`src/sv/fsmr_pkg.sv`:
```
// fsmr_pkg: shared types and constants of the framed serial message receiver.
// No dependencies; imported by the core, the top level, the checker and the testbench.
package fsmr_pkg;

    // Link control codes
    localparam logic [7:0] CODE_STX       = 8'h02;
    localparam logic [7:0] CODE_ETX       = 8'h03;
    localparam logic [7:0] CODE_EOT       = 8'h04;
    localparam logic [7:0] CODE_ENQ       = 8'h05;
    localparam logic [7:0] CODE_PRINT_MIN = 8'h20;

    // Item kinds
    localparam logic REQ_BYTE = 1'b0;
    localparam logic REQ_TICK = 1'b1;

    // Reply codes
    localparam logic [1:0] TX_NONE = 2'd0;
    localparam logic [1:0] TX_ACK  = 2'd1;
    localparam logic [1:0] TX_NAK  = 2'd2;

    // Message status codes
    localparam logic [2:0] ST_RUNNING  = 3'd0;
    localparam logic [2:0] ST_ACCEPTED = 3'd1;
    localparam logic [2:0] ST_REJECTED = 3'd2;
    localparam logic [2:0] ST_TIMEOUT  = 3'd3;
    localparam logic [2:0] ST_OVERFLOW = 3'd4;

    // Configuration register indexes
    localparam logic [1:0] REG_CHECK_ENABLED  = 2'd0;
    localparam logic [1:0] REG_TWO_CHAR_CHECK = 2'd1;
    localparam logic [1:0] REG_INCLUDE_STX    = 2'd2;
    localparam logic [1:0] REG_WAIT_LIMIT     = 2'd3;

    localparam int CFG_INDEX_W = 2;
    localparam int CFG_DATA_W  = 16;
    localparam int MSG_LEN_W   = 9;
    localparam int OUT_DATA_W  = 32;

    localparam logic [15:0] WAIT_LIMIT_RST = 16'd300;

    typedef struct packed {
        logic        check_enabled;
        logic        two_char_check;
        logic        include_stx;
        logic [15:0] wait_limit;
    } t_cfg;

    typedef struct packed {
        logic [1:0]           tx_code;
        logic                 data_valid;
        logic [7:0]           data_byte;
        logic [7:0]           data_index;
        logic                 frame_start;
        logic [2:0]           status;
        logic [MSG_LEN_W-1:0] message_length;
    } t_result;

endpackage

```
`src/sv/framed_serial_message_receiver_top.sv`:
```
// framed_serial_message_receiver_top: ENQ/STX..ETX/check/EOT link receiver.
// Depends on fsmr_pkg and fsmr_core.
//
//   channel   direction  content
//   s_axis    in         tuser = req_type, tdata = rx_byte
//   m_axis    out        tuser = data_valid, tdata = reply, text byte, index,
//                        frame start, status, message length
//   cfg       in         register index and write data, always ready
//
// One item per clock sustained while m_axis is not stalled; each item passes the
// input register, then the step logic into the result register.
// The state update in fsmr_core, one step per item, sets that rate.
// Reset (i_rst_n low, synchronous) empties both registers, clears the message
// state and loads the register defaults. A stall on m_axis holds the result;
// the input register still takes one more item and then backpressures s_axis.
module framed_serial_message_receiver_top #(
    parameter int MAX_FRAME_BYTES = 256
) (
    input  logic                                i_clk,
    input  logic                                i_rst_n,
    // slave stream
    input  logic                                s_axis_tvalid,
    output logic                                s_axis_tready,
    input  logic [7:0]                          s_axis_tdata,  // [7:0] rx_byte
    input  logic                                s_axis_tuser,  // [0] req_type
    // master stream
    output logic                                m_axis_tvalid,
    input  logic                                m_axis_tready,
    // [1:0] tx_code, [9:2] data_byte, [17:10] data_index, [18] frame_start,
    // [21:19] status, [30:22] message_length, [31] zero
    output logic [fsmr_pkg::OUT_DATA_W-1:0]     m_axis_tdata,
    output logic                                m_axis_tuser,  // [0] data_valid
    // configuration writes
    input  logic                                i_cfg_valid,
    output logic                                o_cfg_ready,
    input  logic [fsmr_pkg::CFG_INDEX_W-1:0]    i_cfg_index,
    input  logic [fsmr_pkg::CFG_DATA_W-1:0]     i_cfg_data
);
    import fsmr_pkg::*;

    t_cfg       r_cfg;
    logic       r_in_valid;
    logic       r_in_req;
    logic [7:0] r_in_byte;
    logic       r_out_valid;
    t_result    r_out;
    t_result    step_res;
    logic       out_free;
    logic       step;

    // result register can take a new value when empty or being drained
    assign out_free      = !r_out_valid || m_axis_tready;
    assign step          = r_in_valid && out_free;
    assign s_axis_tready = !r_in_valid || step;
    assign o_cfg_ready   = 1'b1;

    always_ff @(posedge i_clk) begin
        if (!i_rst_n) begin
            r_cfg.check_enabled  <= 1'b1;
            r_cfg.two_char_check <= 1'b1;
            r_cfg.include_stx    <= 1'b1;
            r_cfg.wait_limit     <= WAIT_LIMIT_RST;
        end else if (i_cfg_valid) begin
            case (i_cfg_index)
                REG_CHECK_ENABLED:  r_cfg.check_enabled  <= i_cfg_data[0];
                REG_TWO_CHAR_CHECK: r_cfg.two_char_check <= i_cfg_data[0];
                REG_INCLUDE_STX:    r_cfg.include_stx    <= i_cfg_data[0];
                REG_WAIT_LIMIT:     r_cfg.wait_limit     <= i_cfg_data;
                default: ;
            endcase
        end
    end

    // input register
    always_ff @(posedge i_clk) begin
        if (!i_rst_n) begin
            r_in_valid <= 1'b0;
        end else if (s_axis_tready) begin
            r_in_valid <= s_axis_tvalid;
        end
    end

    always_ff @(posedge i_clk) begin
        if (s_axis_tvalid && s_axis_tready) begin
            r_in_req  <= s_axis_tuser;
            r_in_byte <= s_axis_tdata;
        end
    end

    fsmr_core #(
        .MAX_FRAME_BYTES(MAX_FRAME_BYTES)
    ) u_core (
        .i_clk      (i_clk),
        .i_rst_n    (i_rst_n),
        .i_step     (step),
        .i_req_type (r_in_req),
        .i_rx_byte  (r_in_byte),
        .i_cfg      (r_cfg),
        .o_result   (step_res)
    );

    // result register
    always_ff @(posedge i_clk) begin
        if (!i_rst_n) begin
            r_out_valid <= 1'b0;
        end else if (out_free) begin
            r_out_valid <= step;
        end
    end

    always_ff @(posedge i_clk) begin
        if (step) begin
            r_out <= step_res;
        end
    end

    assign m_axis_tvalid = r_out_valid;
    assign m_axis_tuser  = r_out.data_valid;
    assign m_axis_tdata  = {1'b0, r_out.message_length, r_out.status, r_out.frame_start,
                            r_out.data_index, r_out.data_byte, r_out.tx_code};

endmodule

```
`src/sv/fsmr_core.sv`:
```
// fsmr_core: message state registers and the one-item protocol step.
// Depends on fsmr_pkg (codes, t_cfg, t_result).
module fsmr_core #(
    parameter int MAX_FRAME_BYTES = 256
) (
    input  logic             i_clk,
    input  logic             i_rst_n,
    input  logic             i_step,
    input  logic             i_req_type,
    input  logic [7:0]       i_rx_byte,
    input  fsmr_pkg::t_cfg   i_cfg,
    output fsmr_pkg::t_result o_result
);
    import fsmr_pkg::*;

    localparam int CW = $clog2(MAX_FRAME_BYTES + 1);
    localparam logic [CW-1:0] MaxCount = CW'(MAX_FRAME_BYTES);

    // {ok, value}
    function automatic logic [4:0] hex_decode(input logic [7:0] b);
        logic [4:0] r;
        r = 5'd0;
        if (b >= 8'h30 && b <= 8'h39) begin
            r = {1'b1, b[3:0]};
        end else if ((b >= 8'h61 && b <= 8'h66) || (b >= 8'h41 && b <= 8'h46)) begin
            r = {1'b1, b[3:0] + 4'd9};
        end
        return r;
    endfunction

    logic          r_session_open,   n_session_open;
    logic          r_in_check,       n_in_check;
    logic [2:0]    r_chars_seen,     n_chars_seen;
    logic [CW-1:0] r_text_count,     n_text_count;
    logic [15:0]   r_sum,            n_sum;
    logic [15:0]   r_rx_check,       n_rx_check;
    logic          r_char_bad,       n_char_bad;
    logic          r_frame_good,     n_frame_good;
    logic [15:0]   r_idle,           n_idle;

    logic [CW+8:0] count_ext;
    logic [4:0]    hex;
    logic [15:0]   fold_b;
    logic [15:0]   fold_sum;
    logic [15:0]   chk_mask;
    logic [2:0]    need;
    logic          clear;
    t_result       res;

    always_comb begin
        n_session_open = r_session_open;
        n_in_check     = r_in_check;
        n_chars_seen   = r_chars_seen;
        n_text_count   = r_text_count;
        n_sum          = r_sum;
        n_rx_check     = r_rx_check;
        n_char_bad     = r_char_bad;
        n_frame_good   = r_frame_good;
        n_idle         = r_idle;
        clear          = 1'b0;
        res            = '0;
        res.tx_code    = TX_NONE;
        res.status     = ST_RUNNING;
        count_ext      = {9'd0, r_text_count};
        hex            = hex_decode(i_rx_byte);
        need           = i_cfg.two_char_check ? 3'd2 : 3'd4;
        chk_mask       = i_cfg.two_char_check ? 16'h00FF : 16'hFFFF;
        // ETX folds its own code, text bytes fold themselves
        fold_b         = (i_rx_byte == CODE_ETX) ? {8'd0, CODE_ETX} : {8'd0, i_rx_byte};
        fold_sum       = i_cfg.two_char_check ? (r_sum ^ fold_b) : (r_sum + fold_b);

        if (i_req_type == REQ_TICK) begin
            n_idle = (r_idle == 16'hFFFF) ? r_idle : r_idle + 16'd1;
            if (n_idle >= i_cfg.wait_limit) begin
                res.status = ST_TIMEOUT;
                clear      = 1'b1;
            end
        end else begin
            n_idle = '0;
            if (i_rx_byte == CODE_ENQ) begin
                if (!r_session_open) begin
                    res.tx_code    = TX_ACK;
                    n_session_open = 1'b1;
                end
            end else if (i_rx_byte == CODE_STX) begin
                n_in_check      = 1'b0;
                n_chars_seen    = '0;
                n_text_count    = '0;
                n_rx_check      = '0;
                n_char_bad      = 1'b0;
                n_sum           = i_cfg.include_stx ? {8'd0, CODE_STX} : 16'd0;
                res.frame_start = 1'b1;
            end else if (i_rx_byte == CODE_ETX) begin
                n_sum = fold_sum;
                if (i_cfg.check_enabled) begin
                    n_in_check   = 1'b1;
                    n_chars_seen = '0;
                    n_rx_check   = '0;
                    n_char_bad   = 1'b0;
                end else begin
                    res.tx_code  = TX_ACK;
                    n_frame_good = 1'b1;
                end
            end else if (i_rx_byte == CODE_EOT) begin
                if (r_frame_good && r_session_open) begin
                    res.status         = ST_ACCEPTED;
                    res.message_length = count_ext[MSG_LEN_W-1:0];
                end else begin
                    res.status = ST_REJECTED;
                end
                clear = 1'b1;
            end else if (r_in_check) begin
                n_char_bad   = r_char_bad | ~hex[4];
                n_rx_check   = {r_rx_check[11:0], hex[3:0]};
                n_chars_seen = r_chars_seen + 3'd1;
                if (n_chars_seen >= need) begin
                    n_in_check = 1'b0;
                    if (!n_char_bad && ((r_sum & chk_mask) == (n_rx_check & chk_mask))) begin
                        res.tx_code  = TX_ACK;
                        n_frame_good = 1'b1;
                    end else begin
                        res.tx_code  = TX_NAK;
                        n_chars_seen = '0;
                        n_text_count = '0;
                    end
                end
            end else if (i_rx_byte >= CODE_PRINT_MIN) begin
                n_sum          = fold_sum;
                res.data_valid = 1'b1;
                res.data_byte  = i_rx_byte;
                res.data_index = count_ext[7:0];
                n_text_count   = r_text_count + CW'(1);
            end
            // frame too long ends the message
            if (res.status == ST_RUNNING && n_text_count >= MaxCount) begin
                res.status = ST_OVERFLOW;
                clear      = 1'b1;
            end
        end
    end

    always_ff @(posedge i_clk) begin
        if (!i_rst_n) begin
            r_session_open <= 1'b0;
            r_in_check     <= 1'b0;
            r_chars_seen   <= '0;
            r_text_count   <= '0;
            r_sum          <= '0;
            r_rx_check     <= '0;
            r_char_bad     <= 1'b0;
            r_frame_good   <= 1'b0;
            r_idle         <= '0;
        end else if (i_step) begin
            if (clear) begin
                r_session_open <= 1'b0;
                r_in_check     <= 1'b0;
                r_chars_seen   <= '0;
                r_text_count   <= '0;
                r_sum          <= '0;
                r_rx_check     <= '0;
                r_char_bad     <= 1'b0;
                r_frame_good   <= 1'b0;
                r_idle         <= '0;
            end else begin
                r_session_open <= n_session_open;
                r_in_check     <= n_in_check;
                r_chars_seen   <= n_chars_seen;
                r_text_count   <= n_text_count;
                r_sum          <= n_sum;
                r_rx_check     <= n_rx_check;
                r_char_bad     <= n_char_bad;
                r_frame_good   <= n_frame_good;
                r_idle         <= n_idle;
            end
        end
    end

    assign o_result = res;

endmodule

```
`config.mk`:
```
export PLATFORM = sky130hd
export DESIGN_NAME = framed_serial_message_receiver_top
export DESIGN_NICKNAME = d
export VERILOG_FILES = /design/src/sv/fsmr_pkg.sv /design/src/sv/framed_serial_message_receiver_top.sv /design/src/sv/fsmr_core.sv
export SDC_FILE = /design/constraint.sdc
export NUM_CORES = 1
export LEC_CHECK = 0
export BUFFER_PORTS_ARGS = -buffer_cell sky130_fd_sc_hd__buf_4
export CORE_AREA = 2 2 150 152
export CTS_BUF_LIST = sky130_fd_sc_hd__clkbuf_8
export DETAILED_ROUTE_END_ITERATION = 16
export DIE_AREA = 0 0 152 154
export SYNTH_ARGS = -nofsm -noshare
export SYNTH_HDL_FRONTEND = slang
export SYNTH_SLANG_ARGS = --single-unit
```
`constraint.sdc`:
```
create_clock -name i_clk -period 11.4 [get_ports i_clk]
set_clock_uncertainty 0.2 [all_clocks]
set_input_delay 1.14 -clock i_clk [delete_from_list [all_inputs] [get_ports i_clk]]
set_output_delay 1.14 -clock i_clk [all_outputs]
set_load 0.02 [all_outputs]
```
### Word level (Yosys, flattened, before mapping)

Cells that the tools add are included.

* add/sub/neg operators: 5
* magnitude comparators: 10
* equal/unequal tests: 17
* multiplexer cells: 107
* bitwise operators: 5
* reduce and logical (&&, ||, !) cells: 32

Operator list (count)
* 16-bit two-way mux: 13
* 12-bit two-way mux: 11
* 9-bit two-way mux: 12
* 30-bit two-way mux: 2
* 17-bit two-way mux: 3
* 1-bit two-way mux: 40
* 3-bit two-way mux: 13
* 19-bit two-way mux: 2
* 16-bit AND: 2
* 16-bit by 1-bit adder with 16-bit output (second input constant): 1
* 16-bit adder: 1
* 16-bit equality test: 1
* 16-bit equality test (second input constant): 1
* 8-bit by 2-bit equality test with 1-bit output (second input constant): 2
* 8-bit by 3-bit equality test with 1-bit output (second input constant): 2
* 16-bit >= comparator: 1
* 8-bit by 6-bit >= comparator with 1-bit output (second input constant): 2
* 8-bit by 7-bit >= comparator with 1-bit output (second input constant): 2
* 8-bit by 7-bit <= comparator with 1-bit output (second input constant): 2
* 2-bit two-way mux: 8
* 16-bit bitwise XOR: 1
* 6-bit AND reduction: 2
* 5-bit two-way mux: 2
* 2-bit AND reduction: 5
* other kinds (28): 45

* register bits: 122
* input port bits: 32

### Logic depth before layout (Yosys ltp)

* depth after elaboration: 23
* mapped depth: 19
* depth with buffers taken out: 17

### Hierarchy

A second synthesis with hierarchy kept.

* cell total of the unflattened synthesis: 774
* area, all modules: 6990.5 µm²

By module, submodules not included
* fsmr_core: times used 1, cells each 636, area an instance 4859.7 µm², sequential area each 1201.2 µm²
* framed_serial_message_receiver_top: times used 1, cells each 138, area an instance 2130.8 µm², sequential area each 1651.6 µm²

### Least setup slack after synthesis

Ideal clock, no wire load.

* path kind: register to register
* from: register u_core.r_idle[3]
* to: register u_core.r_sum[10]
* arrival time: 4.125 ns
* required time: 11.077 ns
* slack: 6.952 ns
* stages on the path, launching flop included: 20
* path buffers: 2
* period minus slack after synthesis: 4.448 ns
* cells stage by stage: dfxtp_1 and3_1 and4_1 nand3_1 nor4_1 nor3b_1 and3_1 xor2_1 ha_1 nand4_1 a21oi_1 nand2_1 o211ai_1 clkbuf_1 nand3b_1 a21oi_1 a31oi_1 buf_6 o211ai_2 o31ai_1

* word-level cells in the longest chain between the ends: 7
* elaborated cells on any way between the ends: 13
* classes of those cells: add/sub (1); order compare (1); eq/ne (5); mux (4); reduce/logical (2)

Ends and longest elaborated chain
* start, declared: RTL line fsmr_core.sv:39 `logic [15:0] r_idle, n_idle;`
* start signal, assigned: RTL line fsmr_core.sv:173 `r_idle <= n_idle;`
* 16-bit by 1-bit adder with 16-bit output or 16-bit equality test (tied branches): RTL line fsmr_core.sv:73 `n_idle = (r_idle == 16'hFFFF) ? r_idle : r_idle + 16'd1;`
* 16-bit two-way mux (*): RTL line fsmr_core.sv:73
* 16-bit >= comparator (*): RTL line fsmr_core.sv:74 `if (n_idle >= i_cfg.wait_limit) begin`
* 1-bit two-way mux (*): RTL line fsmr_core.sv:74
* 1-bit two-way mux (*): RTL line fsmr_core.sv:72 `if (i_req_type == REQ_TICK) begin`
* 4-bit inequality test (no source line) (tied with other cells)
* 6-bit AND reduction (no source line)
* end signal, assigned: RTL line fsmr_core.sv:169 `r_sum <= n_sum;`
* end, declared: RTL line fsmr_core.sv:35 `logic [15:0] r_sum, n_sum;`

Every way passes the cells marked *; elsewhere a longest branch is shown, timed or not.
A chain may end at the register's enable or synchronous reset.

### Worst setup path after layout

* from: register u_core.r_idle[3]
* to: register u_core.r_sum[13]

Same word-level chain as after synthesis.

==> metrics.txt <==
number of synthesized flops with an enable pin=slightly above 40; min-delay src=r_cfg[14]; chip height=154 um; WL final=roughly 17 mm; most frequent cell after synthesis=nand2_1; Slew Limit Fails=0; sw frac=between 20% and 30%; clock latency on the worst-skew pair=around 450 ps; share of layout cells above drive strength 1=between 10% and 20%; Clock transition at path regs=about 70 ps; CTS tree=yes; number of top-level pins=68; outcome=finished clean; Yosys top cell by area=dfxtp_1; post-route ant nets=0; gr usage total=14.6%; DRT Pass-1 Iters=4; post-synth cell types=78; RSZ-0062 raised after global routing=no; largest net degree at the start of global routing=60; sequential-to-total area share from yosys stat=between 40% and 50%; nets=892; Critical-path top delay cell=a31oi_1; I/O Buffers=65; post-cts sizing count=0; first-pass GRT wire length=about 28 mm; Hold Path Sink=r_cfg[14]; Leak=approximately 3.0 nW; vias in the first global route=around 5500; fin crit period=around 5800 ps; DR iter-0 viols=306; die area=23400 sq um; crit-path max cell delay=roughly 900 ps; DRC violation count after routing=0; switching pwr=around 230 uW; worst-margin pin slew=about 1200 ps; Finish-stage setup viols=0; hold_buf cts=0; Synth area leaders=dfxtp_1, edfxtp_1, ha_1; synthesized cell area=a little under 7000 sq um; clock root buffer master=clkbuf_8; r2r worst-path depth=17; CP Data Required Time=approximately 12000 ps; period utilization=approximately half; top cell type's share of synthesized area=roughly a quarter; kind of critical path=flop to flop; Area Growth Syn to Fin=15.1%; Yosys warning total=0; core footprint=about 22000 sq um; DR vias/cell=5.16; Int Pwr=~710 uW; global route total overflow=0; Combinational Power Share=9.2%; post-CTS setup buffer count=0; hpwl dp=~12 mm; critical path peak fanout=12; initial antenna violation count=0; Syn Nets=around 850; crit path capture type=flop; Initial Util=31.6%; max-cap violations=0; sequential fraction of design power=between 50% and 60%; Worst VDD drop=0.0000644 V; WL per Instance=roughly 15 um; PD cells=~120 nW/um^2; R2R Path End=u_core.r_sum[13]; Hold Slack=approximately 250 ps; CTS sink cnt=between 100 and 150; # fillers=2217; Post-Route Setup TNS=0 ps; Hold Crit Class=flop to flop; Critical Path AT=5930 ps; clock group share of total power=between 40 and 50%; top_reg_cell synth=dfxtp_1; CP startpoint kind=flop; asr flop ratio synth=0%; final hold violation count=0; Num CTS Buffers=17; CTS H-Tree Depth=4; R2R Setup Slk=between 5000 and 6000 ps; Die Wd=152 um; Vias=roughly 5800; Rel. slew slack=between 20% and 30%; Clock Path Buffers=2; hold path depth=2; Peak Freq=174 MHz; row count=54; worst r2r src=u_core.r_idle[3]; Inserted Diodes=0; Synth Register Bits=around 120; ordered cell list for the critical path=and3_1, and4_1, nand3_1, nor4_1, nor2_1, nand3_1, xnor2_1, ha_1, a211oi_1, o21ai_0, a41oi_1, o211ai_1, nand3b_1, a21oi_1, a31oi_1, a21oi_1, o211ai_1; synth cell count leaders=nand2_1, dfxtp_1, a21oi_1; RePlAce Congestion=around 0.87; cells after synthesis=between 700 and 800; Synth Area per Inst=8.79 sq um
placed cells by master (no fill, tap or decap), drive strengths merged, types with 10 or more instances in the layout:
master / Yosys / layout
dfxtp: 81 / 81
nor3: 13 / 13
clkinv: 1 / 10
xor2: 21 / 21
nor2: 46 / 46
a22oi: 12 / 12
clkbuf: 32 / 18
o21ai: 34 / 34
inv: 29 / 31
o211ai: 10 / 10
a21oi: 72 / 72
xnor2: 10 / 10
and3: 13 / 13
edfxtp: 41 / 41
nand2: 112 / 112
buf: 10 / 67
and2: 30 / 30
nand3: 42 / 42
nand4: 11 / 11
ha: 34 / 34
cell families (layout without fill, tap and decap cells):
group	Yosys count	in the layout	synth area share [%]
adders and majority gates	35	35	6.49
other	2	2	0.109
DFF	122	122	41.6
and+or+nand+nor	322	322	23.6
AOI/OAI and AO/OA	191	191	18.7
xor gates and xnor gates	31	31	3.96
buffers and inverters	72	129	4.58
muxes	6	6	0.948
per-layer routing:
layer	vias up	track usage [%]	share of wire (%)
met4	0	6.54	2.2
met3	28	2.85	4.1
met5	-	0	0
li1	2900	-	-
met2	126	23.1	46
met1	2720	19.2	48
stage by stage:
step	cells	total power [mW]	setup WS [ps]	util (%)	area [sq um]
6_report	1118	0.942	5640	36.4	7900
5_1_grt	1118	0.980	5060	36.4	7900
4_1_cts	1118	0.951	5650	36.4	7900
3_5_place_dp	1086	0.569	5660	34.6	7510
3_3_place_gp	1086	0.568	6000	34.6	7510
2_1_floorplan	781	0.537	6950	-	6860
state kept, by name (all words and copies together) (netlist names):
name / cells
u_core.r_rx_check: 12
u_core.r_char_bad: 1
u_core.r_text_count: 9
u_core.r_idle: 16
u_core.r_sum: 16
m_axis_tuser: 1
r_in_valid: 1
r_in_req: 1
m_axis_tdata: 31
u_core.r_session_open: 1
r_in_byte: 8
r_cfg: 19
u_core.r_frame_good: 1
u_core.r_chars_seen: 3
m_axis_tvalid: 1
u_core.r_in_check: 1
final cells by class:
cell class                      instances  area, sq um  area share, %
Timing Repair Buffer                   67          503           6.37
Inverter                               30          113           1.43
Tap cell                              280          350           4.44
Sequential cell                       122         2850           36.1
Clock buffer                           18          248           3.14
Clock inverter                         14          136           1.73
Multi-Input combinational cell        587         3690           46.8
critical path, delay by kind of cell, from the launching register on:
kind,cells,cell delay (ps)
flip-flops,1,410
AND/OR/NAND/NOR,7,2250
AO/OA/AOI/OAI,8,2370
adder cells (fa/ha/maj),1,290
XOR/XNOR,1,160
power by group through the flow:
stage	sequential (mW)	combinational, mW	clock, mW
after CTS	0.472	0.0873	0.392
final	0.472	0.0867	0.383
after global placement	0.482	0.0863	0
after floorplan	0.484	0.0525	0
after global routing	0.474	0.0959	0.410
after detailed placement	0.482	0.0871	0
how the worst max path moves through the flow:
stage,slack [ps],to,start
floorplan,6950,u_core.r_sum[10],u_core.r_idle[3]
global placement,6000,u_core.r_sum[13],u_core.r_idle[3]
detailed placement,5660,u_core.r_sum[13],u_core.r_idle[3]
CTS,5650,u_core.r_sum[13],u_core.r_idle[3]
global route,5060,u_core.r_rx_check[0],u_core.r_idle[3]
finish,5640,u_core.r_sum[13],u_core.r_idle[3]
Power figures use the tool's default switching activity.
